$ cat src/rtl/asr_pkg.sv
// ----------------------------------------------------------------------------
// asr_pkg
// Shared types and constants of the oversampling serial receiver: phase
// codes, parity modes, register map, configuration and result bundles.
// ----------------------------------------------------------------------------
package asr_pkg;

  localparam int SpbW   = 20;   // samples per bit, 8 fraction bits
  localparam int CntW   = 20;   // sample counter
  localparam int MaxRes = 4;    // results one sample can cause
  localparam int ResCntW = $clog2(MaxRes + 1);
  localparam int AddrW  = 5;    // 7 registers at 4-byte spacing
  localparam int DataW  = 32;

  // receiver phases
  localparam logic [2:0] PH_WAIT_IDLE   = 3'd0;
  localparam logic [2:0] PH_CHECK_IDLE  = 3'd1;
  localparam logic [2:0] PH_IDLE        = 3'd2;
  localparam logic [2:0] PH_CHECK_START = 3'd3;
  localparam logic [2:0] PH_DATA        = 3'd4;
  localparam logic [2:0] PH_PARITY      = 3'd5;
  localparam logic [2:0] PH_STOP        = 3'd6;

  // parity modes
  localparam logic [2:0] PAR_NONE  = 3'd0;
  localparam logic [2:0] PAR_ODD   = 3'd1;
  localparam logic [2:0] PAR_EVEN  = 3'd2;
  localparam logic [2:0] PAR_MARK  = 3'd3;
  localparam logic [2:0] PAR_SPACE = 3'd4;

  // register indexes
  localparam logic [2:0] REG_SPB       = 3'd0;
  localparam logic [2:0] REG_DATA_BITS = 3'd1;
  localparam logic [2:0] REG_PARITY    = 3'd2;
  localparam logic [2:0] REG_FRAME_EN  = 3'd3;
  localparam logic [2:0] REG_ESCAPE    = 3'd4;
  localparam logic [2:0] REG_START_MK  = 3'd5;
  localparam logic [2:0] REG_END_MK    = 3'd6;

  // reset values
  localparam logic [SpbW-1:0] RST_SPB       = 20'd25600;
  localparam logic [3:0]      RST_DATA_BITS = 4'd5;
  localparam logic [7:0]      RST_ESCAPE    = 8'd27;
  localparam logic [7:0]      RST_START_MK  = 8'd2;
  localparam logic [7:0]      RST_END_MK    = 8'd3;

  typedef struct packed {
    logic [SpbW-1:0] spb;
    logic [3:0]      data_bits;
    logic [2:0]      parity;
    logic            frame_en;
    logic [7:0]      escape;
    logic [7:0]      start_mk;
    logic [7:0]      end_mk;
  } cfg_t;

  typedef struct packed {
    logic                   load;
    logic [ResCntW-1:0]     cnt;
    logic [MaxRes-1:0][7:0] bytes;
  } res_t;

endpackage

$ cat src/rtl/asr_cfg.sv
// ----------------------------------------------------------------------------
// asr_cfg
// Configuration register file behind the APB-style port.
// ----------------------------------------------------------------------------
module asr_cfg import asr_pkg::*; (
  input  logic             clk,
  input  logic             rst_n,
  input  logic             psel,
  input  logic             penable,
  input  logic             pwrite,
  input  logic [AddrW-1:0] paddr,
  input  logic [DataW-1:0] pwdata,
  output logic [DataW-1:0] prdata,
  output logic             pready,
  output cfg_t             cfg
);

  cfg_t       cfg_r;
  logic       wr_en;
  logic [2:0] idx;

  assign pready = 1'b1;
  assign wr_en  = psel & penable & pwrite;
  assign idx    = paddr[AddrW-1:2];
  assign cfg    = cfg_r;

  always_ff @(posedge clk) begin
    if (!rst_n) begin
      cfg_r.spb       <= RST_SPB;
      cfg_r.data_bits <= RST_DATA_BITS;
      cfg_r.parity    <= PAR_NONE;
      cfg_r.frame_en  <= 1'b0;
      cfg_r.escape    <= RST_ESCAPE;
      cfg_r.start_mk  <= RST_START_MK;
      cfg_r.end_mk    <= RST_END_MK;
    end else if (wr_en) begin
      case (idx)
        REG_SPB:       cfg_r.spb       <= pwdata[SpbW-1:0];
        REG_DATA_BITS: cfg_r.data_bits <= pwdata[3:0];
        REG_PARITY:    cfg_r.parity    <= pwdata[2:0];
        REG_FRAME_EN:  cfg_r.frame_en  <= pwdata[0];
        REG_ESCAPE:    cfg_r.escape    <= pwdata[7:0];
        REG_START_MK:  cfg_r.start_mk  <= pwdata[7:0];
        REG_END_MK:    cfg_r.end_mk    <= pwdata[7:0];
        default: ;
      endcase
    end
  end

  always_comb begin
    case (idx)
      REG_SPB:       prdata = {{(DataW-SpbW){1'b0}}, cfg_r.spb};
      REG_DATA_BITS: prdata = {28'd0, cfg_r.data_bits};
      REG_PARITY:    prdata = {29'd0, cfg_r.parity};
      REG_FRAME_EN:  prdata = {31'd0, cfg_r.frame_en};
      REG_ESCAPE:    prdata = {24'd0, cfg_r.escape};
      REG_START_MK:  prdata = {24'd0, cfg_r.start_mk};
      REG_END_MK:    prdata = {24'd0, cfg_r.end_mk};
      default:       prdata = '0;
    endcase
  end

endmodule

$ cat src/rtl/asr_core.sv
// ----------------------------------------------------------------------------
// asr_core
// Sample register, receiver phase logic and carrier framing; builds the
// result bundle of one sample in a single pass.
// ----------------------------------------------------------------------------
module asr_core import asr_pkg::*; (
  input  logic clk,
  input  logic rst_n,
  input  logic in_valid,
  output logic in_ready,
  input  logic in_line_level,
  input  logic in_carrier_present,
  input  cfg_t cfg,
  input  logic can_load,
  output res_t res
);

  logic            in_v_r;
  logic            line_r;
  logic            carrier_r;
  logic [2:0]      phase_r, phase_nxt;
  logic [CntW-1:0] cnt_r, cnt_nxt;
  logic [3:0]      bi_r, bi_nxt;
  logic [3:0]      ones_r, ones_nxt;
  logic [7:0]      shift_r, shift_nxt;
  logic            cf_r, cf_nxt;
  logic            pe_r, pe_nxt;

  logic            consume;
  logic [3:0]      nbits;
  logic [3:0]      bi_inc;
  logic [CntW-1:0] cnt_inc;
  logic [28:0]     cnt_x;
  logic [5:0]      k;
  logic [25:0]     prod;
  logic            half_ok;
  logic            centre_ok;
  logic            stop_good;
  logic [ResCntW-1:0]     n;
  logic [MaxRes-1:0][7:0] bytes;

  assign consume  = in_v_r & can_load;
  assign in_ready = ~in_v_r | consume;

  // sample register
  always_ff @(posedge clk) begin
    if (!rst_n) begin
      in_v_r <= 1'b0;
    end else if (in_ready) begin
      in_v_r <= in_valid;
    end
  end

  always_ff @(posedge clk) begin
    if (in_valid && in_ready) begin
      line_r    <= in_line_level;
      carrier_r <= in_carrier_present;
    end
  end

  // timing checks on the incremented count
  always_comb begin
    if (cfg.data_bits == 4'd0) begin
      nbits = 4'd1;
    end else if (cfg.data_bits > 4'd8) begin
      nbits = 4'd8;
    end else begin
      nbits = cfg.data_bits;
    end
    cnt_inc   = (cnt_r == {CntW{1'b1}}) ? cnt_r : cnt_r + 1'b1;
    cnt_x     = {cnt_inc, 9'd0};
    k         = {1'b0, bi_r, 1'b1} + 6'd2;
    prod      = {20'd0, k} * {6'd0, cfg.spb};
    half_ok   = cnt_x >= {9'd0, cfg.spb};
    centre_ok = cnt_x >= {3'd0, prod};
    bi_inc    = bi_r + 4'd1;
  end

  // receiver phase logic
  always_comb begin
    phase_nxt = phase_r;
    cnt_nxt   = cnt_r;
    bi_nxt    = bi_r;
    ones_nxt  = ones_r;
    shift_nxt = shift_r;
    stop_good = 1'b0;
    case (phase_r)
      PH_IDLE: begin
        if (!line_r) begin
          phase_nxt = PH_CHECK_START;
          cnt_nxt   = '0;
        end
      end
      PH_CHECK_START: begin
        cnt_nxt = cnt_inc;
        if (!line_r) begin
          if (half_ok) begin
            phase_nxt = PH_DATA;
            bi_nxt    = '0;
            ones_nxt  = '0;
            shift_nxt = '0;
          end
        end else begin
          phase_nxt = PH_IDLE;
        end
      end
      PH_DATA: begin
        cnt_nxt = cnt_inc;
        if (centre_ok) begin
          if (line_r && !bi_r[3]) begin
            shift_nxt[bi_r[2:0]] = 1'b1;
            ones_nxt = ones_r + 4'd1;
          end
          bi_nxt = bi_inc;
          if (bi_inc >= nbits) begin
            phase_nxt = (cfg.parity == PAR_NONE) ? PH_STOP : PH_PARITY;
          end
        end
      end
      PH_PARITY: begin
        cnt_nxt = cnt_inc;
        if (centre_ok) begin
          bi_nxt = bi_inc;
          case (cfg.parity)
            PAR_ODD: begin
              phase_nxt = (line_r != ones_r[0]) ? PH_STOP
                        : (line_r ? PH_IDLE : PH_WAIT_IDLE);
            end
            PAR_EVEN: begin
              phase_nxt = (line_r == ones_r[0]) ? PH_STOP
                        : (line_r ? PH_IDLE : PH_WAIT_IDLE);
            end
            PAR_MARK: begin
              phase_nxt = line_r ? PH_STOP : PH_WAIT_IDLE;
            end
            PAR_SPACE: begin
              phase_nxt = line_r ? PH_IDLE : PH_STOP;
            end
            default: begin
              phase_nxt = PH_STOP;
            end
          endcase
        end
      end
      PH_STOP: begin
        cnt_nxt = cnt_inc;
        if (centre_ok) begin
          bi_nxt    = bi_inc;
          stop_good = line_r;
          phase_nxt = line_r ? PH_IDLE : PH_WAIT_IDLE;
        end
      end
      PH_CHECK_IDLE: begin
        cnt_nxt = cnt_inc;
        if (line_r) begin
          if (half_ok) begin
            phase_nxt = PH_IDLE;
          end
        end else begin
          phase_nxt = PH_WAIT_IDLE;
        end
      end
      default: begin
        phase_nxt = PH_WAIT_IDLE;
        if (line_r) begin
          phase_nxt = PH_CHECK_IDLE;
          cnt_nxt   = '0;
        end
      end
    endcase
  end

  // carrier framing and result packing
  always_comb begin
    n      = '0;
    bytes  = '0;
    cf_nxt = cfg.frame_en ? carrier_r : 1'b1;
    if (cfg.frame_en) begin
      if (pe_r) begin
        bytes[n[1:0]] = cfg.escape;
        n = n + 1'b1;
      end
      if (carrier_r != cf_r) begin
        bytes[n[1:0]] = cfg.escape;
        n = n + 1'b1;
        bytes[n[1:0]] = carrier_r ? cfg.start_mk : cfg.end_mk;
        n = n + 1'b1;
      end
    end
    if (stop_good && cf_nxt) begin
      bytes[n[1:0]] = shift_r;
      n = n + 1'b1;
    end
    pe_nxt = stop_good & cf_nxt & (shift_r == cfg.escape);
  end

  assign res.load  = consume;
  assign res.cnt   = n;
  assign res.bytes = bytes;

  always_ff @(posedge clk) begin
    if (!rst_n) begin
      phase_r <= PH_WAIT_IDLE;
      cnt_r   <= '0;
      bi_r    <= '0;
      ones_r  <= '0;
      shift_r <= '0;
      cf_r    <= 1'b0;
      pe_r    <= 1'b0;
    end else if (consume) begin
      phase_r <= phase_nxt;
      cnt_r   <= cnt_nxt;
      bi_r    <= bi_nxt;
      ones_r  <= ones_nxt;
      shift_r <= shift_nxt;
      cf_r    <= cf_nxt;
      pe_r    <= pe_nxt;
    end
  end

endmodule

$ cat src/rtl/asr_outq.sv
// ----------------------------------------------------------------------------
// asr_outq
// Result register: holds the bytes of one sample and hands them out one beat
// at a time, flagging the final one.
// ----------------------------------------------------------------------------
module asr_outq import asr_pkg::*; (
  input  logic       clk,
  input  logic       rst_n,
  input  res_t       res,
  output logic       can_load,
  output logic       out_valid,
  input  logic       out_ready,
  output logic [7:0] out_byte,
  output logic       out_last
);

  logic [MaxRes-1:0][7:0] q_r;
  logic [ResCntW-1:0]     rem_r;
  logic                   beat;

  assign out_valid = rem_r != '0;
  assign out_byte  = q_r[0];
  assign out_last  = rem_r == ResCntW'(1);
  assign beat      = out_valid & out_ready;
  assign can_load  = (rem_r == '0) | (out_last & out_ready);

  always_ff @(posedge clk) begin
    if (!rst_n) begin
      rem_r <= '0;
    end else if (res.load) begin
      rem_r <= res.cnt;
    end else if (beat) begin
      rem_r <= rem_r - 1'b1;
    end
  end

  always_ff @(posedge clk) begin
    if (res.load) begin
      q_r <= res.bytes;
    end else if (beat) begin
      q_r <= {8'h00, q_r[MaxRes-1:1]};
    end
  end

endmodule

$ cat src/rtl/async_serial_receiver.sv
// ----------------------------------------------------------------------------
// async_serial_receiver
// Oversampling start/stop receiver with optional carrier framing.
// ----------------------------------------------------------------------------
// usage:
//   in channel takes one demodulated sample per beat: line level (1 = mark)
//   and the carrier-detect bit. out channel gives the bytes the sample
//   causes (pending escape, escape plus start/end marker on a carrier edge,
//   then a received data byte), out_last marking the final one of a sample.
//   most samples cause no byte at all.
//   registers sit on an APB-style port at byte address 4*i, pready tied high;
//   write them only while the block is idle.
// timing:
//   a sample sits in the sample register and is decoded in one pass into the
//   result register, from which its first byte shows. one sample per cycle
//   is sustained while each sample causes at most one byte and out_ready
//   stays high; a sample with more bytes holds the next one until the result
//   register has drained, one beat per cycle while out_ready is high.
// reset (rst_n low, synchronous): registers take their defaults, receiver
//   waits for idle line, carrier flag and pending escape clear, no bytes held.
// stall: with out_ready low the result register holds its bytes, the sample
//   register still takes one more sample, then in_ready drops.
// ----------------------------------------------------------------------------
module async_serial_receiver import asr_pkg::*; (
  input  logic             clk,
  input  logic             rst_n,
  input  logic             in_valid,
  output logic             in_ready,
  input  logic             in_line_level,
  input  logic             in_carrier_present,
  output logic             out_valid,
  input  logic             out_ready,
  output logic [7:0]       out_byte,
  output logic             out_last,
  input  logic             psel,
  input  logic             penable,
  input  logic             pwrite,
  input  logic [AddrW-1:0] paddr,
  input  logic [DataW-1:0] pwdata,
  output logic [DataW-1:0] prdata,
  output logic             pready
);

  cfg_t cfg;
  res_t res;
  logic can_load;

  // register file
  asr_cfg u_cfg (
    .clk     (clk),
    .rst_n   (rst_n),
    .psel    (psel),
    .penable (penable),
    .pwrite  (pwrite),
    .paddr   (paddr),
    .pwdata  (pwdata),
    .prdata  (prdata),
    .pready  (pready),
    .cfg     (cfg)
  );

  // sample register, phase logic, framing
  asr_core u_core (
    .clk                (clk),
    .rst_n              (rst_n),
    .in_valid           (in_valid),
    .in_ready           (in_ready),
    .in_line_level      (in_line_level),
    .in_carrier_present (in_carrier_present),
    .cfg                (cfg),
    .can_load           (can_load),
    .res                (res)
  );

  // result register, one byte per beat
  asr_outq u_outq (
    .clk       (clk),
    .rst_n     (rst_n),
    .res       (res),
    .can_load  (can_load),
    .out_valid (out_valid),
    .out_ready (out_ready),
    .out_byte  (out_byte),
    .out_last  (out_last)
  );

endmodule

$ cat config.mk
export PLATFORM = sky130hd
export DESIGN_NAME = async_serial_receiver
export DESIGN_NICKNAME = d
export VERILOG_FILES = /design/src/rtl/asr_pkg.sv /design/src/rtl/asr_cfg.sv /design/src/rtl/asr_core.sv /design/src/rtl/asr_outq.sv /design/src/rtl/async_serial_receiver.sv
export SDC_FILE = /design/constraint.sdc
export NUM_CORES = 1
export LEC_CHECK = 0
export BUFFER_PORTS_ARGS = -buffer_cell sky130_fd_sc_hd__buf_2
export CORE_MARGIN = 5
export CORE_UTILIZATION = 38
export CTS_CLUSTER_DIAMETER = 120
export DETAILED_ROUTE_END_ITERATION = 10
export PLACE_DENSITY_LB_ADDON = 0.25
export SYNTH_ARGS = -nofsm -noshare
export SYNTH_HDL_FRONTEND = slang
export SYNTH_SLANG_ARGS = --single-unit
$ cat constraint.sdc
create_clock -name clk -period 16.3 [get_ports clk]
set_input_delay 0.815 -clock clk [delete_from_list [all_inputs] [get_ports clk]]
set_output_delay 0.815 -clock clk [all_outputs]
set_load 0.005 [all_outputs]
; Word-level counts from Yosys, hierarchy flattened
; Cells that the tools add are included.
[totals]
ff_bits = 131
output_inout_bits = 44
[classes]
addsub = 8
multipliers = 1
order_cmp = 12
eq_ne = 33
muxes = 66
bitwise_logic = 11
n_reduce_logical = 30
[ops]
columns = op, count
row1 = $mux W32, 5
row2 = $pmux W20 S7, 1
row3 = $bwmux W32, 3
row4 = $mux W8, 10
row5 = $mux W20, 3
row6 = $mux W3, 19
row7 = $demux W8 S2, 3
row8 = $pmux W20 S2, 1
row9 = $ge A29 B20 Y1, 1
row10 = $ge A29 B26 Y1, 1
row11 = $mux W4, 7
row12 = $mul A6 B20 Y26, 1
row13 = $eq A3 B3 Y1 const B, 7
row14 = $add A20 B1 Y20 const B, 1
row15 = $eq A20 B20 Y1 const B, 1
row16 = $eq A3 B2 Y1 const B, 6
row17 = $pmux W3 S6, 1
row18 = $pmux W4 S2, 2
row19 = $pmux W8 S2, 1
row20 = $ne A2 B1 Y1 const B, 7
row21 = $reduce_and A2 Y1, 7
row22 = $eq A3 B1 Y1 const B, 4
row23 = $pmux W3 S4, 1
row24 = $add A3 B1 Y3 const B, 3
row25 = 34 further kinds, 65

; Logic depth before layout (Yosys ltp)
[logic_depth]
ltp_word = 13
mapped_depth = 31
ltp_nobuf = 28

; Cells and area by module
; From an unflattened synthesis, not the netlist that was laid out.
[hier_totals]
hier_cells = 1370
area_unflattened_um2 = 12017.8
[by_module_without_submodules]
columns = mod, n_inst, cells_each, area_per_inst_um2, seq_area_each_um2
row1 = asr_core, 1, 989, 7793.7, 840.8
row2 = asr_cfg, 1, 276, 2602.5, 1041.0
row3 = asr_outq, 1, 105, 1621.6, 1021.0

; Least setup slack after synthesis
; OpenSTA, ideal clock, no wires.
[synth_path]
path_type = flip-flop to flip-flop
from = register u_core.bi_r[2]
to = register u_core.shift_r[0]
setup_time_ns = 0.061
t_arrival_ns = 7.537
required_ns = 16.239
slack_ns = 8.702
stages_incl_launch_ff = 30
period_less_slack_ns = 7.598
cell_sequence = dfxtp_1 -> clkbuf_1 -> nand3_1 -> xnor2_1 -> inv_1 -> clkbuf_1 -> and2_1 -> fa_1 -> fa_1 -> inv_1 -> fa_1 -> inv_1 -> ha_1 -> a21o_1 -> a21oi_1 -> a2bb2oi_1 -> or3b_2 -> a21oi_1 -> o21ai_0 -> nor4b_1 -> a311oi_1 -> ha_1 -> nand2_1 -> or3_1 -> nor3_1 -> o211ai_1 -> and4bb_4 -> a2111oi_1 -> nor3b_2 -> a32o_1
[synth_between]
elab_chain_len = 8
[synth_lines]
columns = element, line
row1 = from (decl), asr_core.sv:23  ; logic [3:0] bi_r, bi_nxt;
row2 = from (signal assigned), asr_core.sv:213  ; bi_r <= bi_nxt;
row3 = "parallel branches: the longest is 8 deep, another holds $ge A29 B26 Y1", --
row4 = to (signal assigned), asr_core.sv:215  ; shift_r <= shift_nxt;
row5 = to (decl), asr_core.sv:25  ; logic [7:0] shift_r, shift_nxt;
; Parallel ways; which one is timed is not known. The select of a mux whose other input is x is not followed.
; A chain may end at the register's enable or synchronous reset.

; Worst setup path after layout
[layout_path]
from = register u_core.bi_r[1]
to = register u_outq.q_r[17] (netlist name) (data pin)
[layout_between]
elab_chain_len = 8
[layout_lines]
columns = element, line
row1 = $add A5 B2 Y6, asr_core.sv:72  ; k = {1'b0, bi_r, 1'b1} + 6'd2;
row2 = $mul A6 B20 Y26, asr_core.sv:73  ; prod = {20'd0, k} * {6'd0, cfg.spb};
row3 = $ge A29 B26 Y1, asr_core.sv:75  ; centre_ok = cnt_x >= {3'd0, prod};
row4 = $mux W1, asr_core.sv:147  ; if (centre_ok) begin
row5 = $mux W1, asr_core.sv:87  ; case (phase_r)
row6 = $logic_and A1 B1 Y1, asr_core.sv:190  ; if (stop_good && cf_nxt) begin
row7 = $mux W32, asr_core.sv:190
row8 = $mux W32, asr_outq.sv:38  ; if (res.load) begin
row9 = to (signal assigned), asr_outq.sv:39  ; q_r <= res.bytes;
row10 = to (signal assigned), asr_outq.sv:41  ; q_r <= {8'h00, q_r[MaxRes-1:1]};
row11 = to (decl), asr_outq.sv:17  ; logic [MaxRes-1:0][7:0] q_r;
; No other way between the ends.

==> impl_metrics.csv <==
group,metric,value,unit
clock_network,cts_root_buf,"clkbuf_16",
place,placed_cells,1731,
logic_synthesis,avgSynthCellArea,8.55,sq um
worst_setup_path,path_class,"reg -> reg",
power_and_ir_drop,leakage,5.44,nW
routing,top_layer,"met4",
finish,nets,1556,
worst_setup_path,cp.buffers_inverters,3,
clock_network,clock_latency,430,ps
routing,viasPerCell,5.39,
place,place_congestion,0.865,
clock_network,cts.sinks,128,
logic_synthesis,synthTopCellsByArea,"dfxtp_1, fa_1, edfxtp_1",
finish,drive_gt1_share,9.40,%
sta,tightest_slew,1090,ps
run,maxCapViolCount,0,
clock_network,hold_buffers,0,
finish,area_growth,9.90,%
finish,diodes,0,
worst_setup_path,cp_data_required_time,16600,ps
logic_synthesis,async_reset_ff_share,0,%
logic_synthesis,netlist_area,11400,sq um
sta,worst_slack,6810,ps
power_and_ir_drop,powerDensity,77.9,nW/um^2
global_route,grt_util_all_layers,18.5,%
global_route,antenna_found_initial,0,
hold_path,hold_class,"reg -> reg",
worst_setup_path,critPathLaunchType,"flop",
global_route,grt_pass1_wl,50000,um
place,pre_cts_ws,6920,ps
sta,hold_violations,0,
routing,wl_met1,14800,um
clock_network,postCtsResizedCells,0,
clock_network,cts_tree,"built",
routing,ant_nets,0,
routing,vias,9504,
logic_synthesis,synth-seq-area-share,25.4,%
finish,fin_util,42.3,%
global_route,grt_pass1_vias,9249,
sta,finalCritPeriodShare,58.2,%
sta,drv_slew,0,
sta,timing.setup.tns,0,ps
global_route,grt_max_degree,72,
routing,firstDrtPassIters,5,
outcome,outcome,"complete, no violations",
place,port_buffers,62,
logic_synthesis,synth_area_leader_cell,"dfxtp_1",
floorplanning,core-area,29600,sq um
logic_synthesis,synth.most_common_cell,"nand2_1",
routing,wl_met2,14000,um
clock_network,path_clk_slew,70,ps
worst_setup_path,worstSetupEndpointType,"flop",
worst_setup_path,cp_slowest_cell,"a211oi_2",
clock_network,ctsLongestPathBuffers,2,
worst_setup_path,cp.arrival,9790,ps
floorplanning,row_count,63,
floorplanning,die_h,183,um
place,dp_hpwl,22500,um
worst_setup_path,cp_max_fo,17,
sta,layout_min_cycle_time,9490,ps
clock_network,htreeDepth,4,
routing,drc_errors,0,
floorplanning,die_x,183,um
sta,fin_worst_skew,12.1,ps
sta,slew_headroom,27.0,%
logic_synthesis,ys_types,81,
routing,drt_wl_total,30700,um
floorplanning,initial_core_util,38.5,%
worst_setup_path,max_stage_delay,850,ps
logic_synthesis,syn_inst,1336,
clock_network,post_cts_buffers,0,
sta,setup_viol_count_final,0,
floorplanning,dieArea,33600,sq um
logic_synthesis,synth_top_area_share,16.5,%
finish,stdcell_count,1763,
logic_synthesis,netlist_top_cells_count,"nand2_1, inv_1, nor2_1, dfxtp_1, and2_1",
logic_synthesis,yosys_warnings,0,
logic_synthesis,ys_ff_latch,128,
power_and_ir_drop,ir_drop,0.0614,mV
routing,routedWlPerCell,17.4,um
worst_setup_path,cpLargestDelayFamily,"compound AO/OA/AOI/OAI gates",
sta,fmaxAchievable,0.105,GHz
logic_synthesis,synthFlopType,"dfxtp_1",
global_route,grt_overflow,0,
routing,wl_met3,1360,um
logic_synthesis,synth_edf_count,34,
clock_network,cts_buffers,17,
routing,drtIter0Drc,763,
floorplanning,ios,90,
sta,rsz0062_at_grt,"no",
worst min-delay path: cells and delay by family, from the launching register on:
| family | cells | cell delay (ps) |
|---|---|---|
| and+or+nand+nor | 1 | 60 |
| DFF | 1 | 310 |
| AOI/OAI and AO/OA | 1 | 60 |
through the flow:
stage | hold slack (ps) | total power (W) | instance area [sq um]
after global placement | 460 | 0.000595 | 12000
after detailed placement | 463 | 0.000598 | 12000
after floorplan | 445 | 0.000553 | 11500
after global routing | 516 | 0.00102 | 12600
final | 468 | 0.000977 | 12600
after CTS | 471 | 0.000986 | 12600
layout make-up:
| class | count | area, sq um |
|---|---|---|
| clock inverters | 12 | 135 |
| flip-flops and latches | 128 | 2900 |
| inverters | 143 | 537 |
| multi-input cells | 996 | 7640 |
| fillers | 3018 | 17100 |
| clock buffers | 20 | 447 |
| well taps | 390 | 488 |
| repair buffers | 74 | 400 |
power by group:
part | total [W] | switching [W] | internal, W | leakage, nW
Combinational | 0.000183 | 0.000105 | 0.0000785 | 4.07
Clock | 0.000386 | 0.000156 | 0.000230 | 0.281
Sequential | 0.000408 | 0.0000190 | 0.000389 | 1.09
path summary, 6_finish.rpt:
check	from	end	slack, ps	cells after the start
setup / recovery	u_core.bi_r[1]	u_outq.q_r[17]	6810	27
hold / removal	u_outq.rem_r[1]	u_outq.rem_r[1]	470	2
setup reg to reg	u_core.bi_r[1]	u_outq.q_r[17]	6810	27
hold reg to reg	u_outq.rem_r[1]	u_outq.rem_r[1]	470	2
metal layers:
layer	track usage, %	vias to the layer above
li1	-	4644
met1	26.7	4593
met2	29.3	241
met3	2.36	26
met4	4.98	0
met5	0	-
cells in the final DEF (no fill, tap or decap), types with 34 or more instances in the layout:
cell type  count
o21ai_0       40
mux2i_1       47
nand3_1       34
nor2_1        97
inv_1        142
dfxtp_1       94
nand2_1      144
buf_2         62
a21oi_1       67
edfxtp_1      34
ha_1          77
and2_1        90
fa_1          73
cell families (layout without fill, tap and decap cells):
kind of cell / after synthesis / in the layout / synth area share (%)
and+or+nand+nor: 488 / 488 / 21.5
AOI/OAI and AO/OA: 249 / 249 / 15.5
buffers and inverters: 223 / 249 / 8.13
adders and majority gates: 150 / 150 / 21.2
DFF: 128 / 128 / 25.4
muxes: 57 / 57 / 5.20
xor gates and xnor gates: 39 / 39 / 2.99
other: 2 / 13 / 0.0658
state kept, by name, summed over array words and instances (netlist names):
signal            count
u_core.pe_r           1
u_core.ones_r         1
u_core.shift_r        8
u_core.cf_r           1
u_core.carrier_r      1
u_core.phase_r        3
u_core.line_r         1
u_outq.q_r           24
u_core.cnt_r         20
u_outq.out_byte       8
u_core.bi_r           4
u_core.in_v_r         1
u_outq.rem_r          3
u_cfg.cfg            52
(Power assumes the default switching activity.)
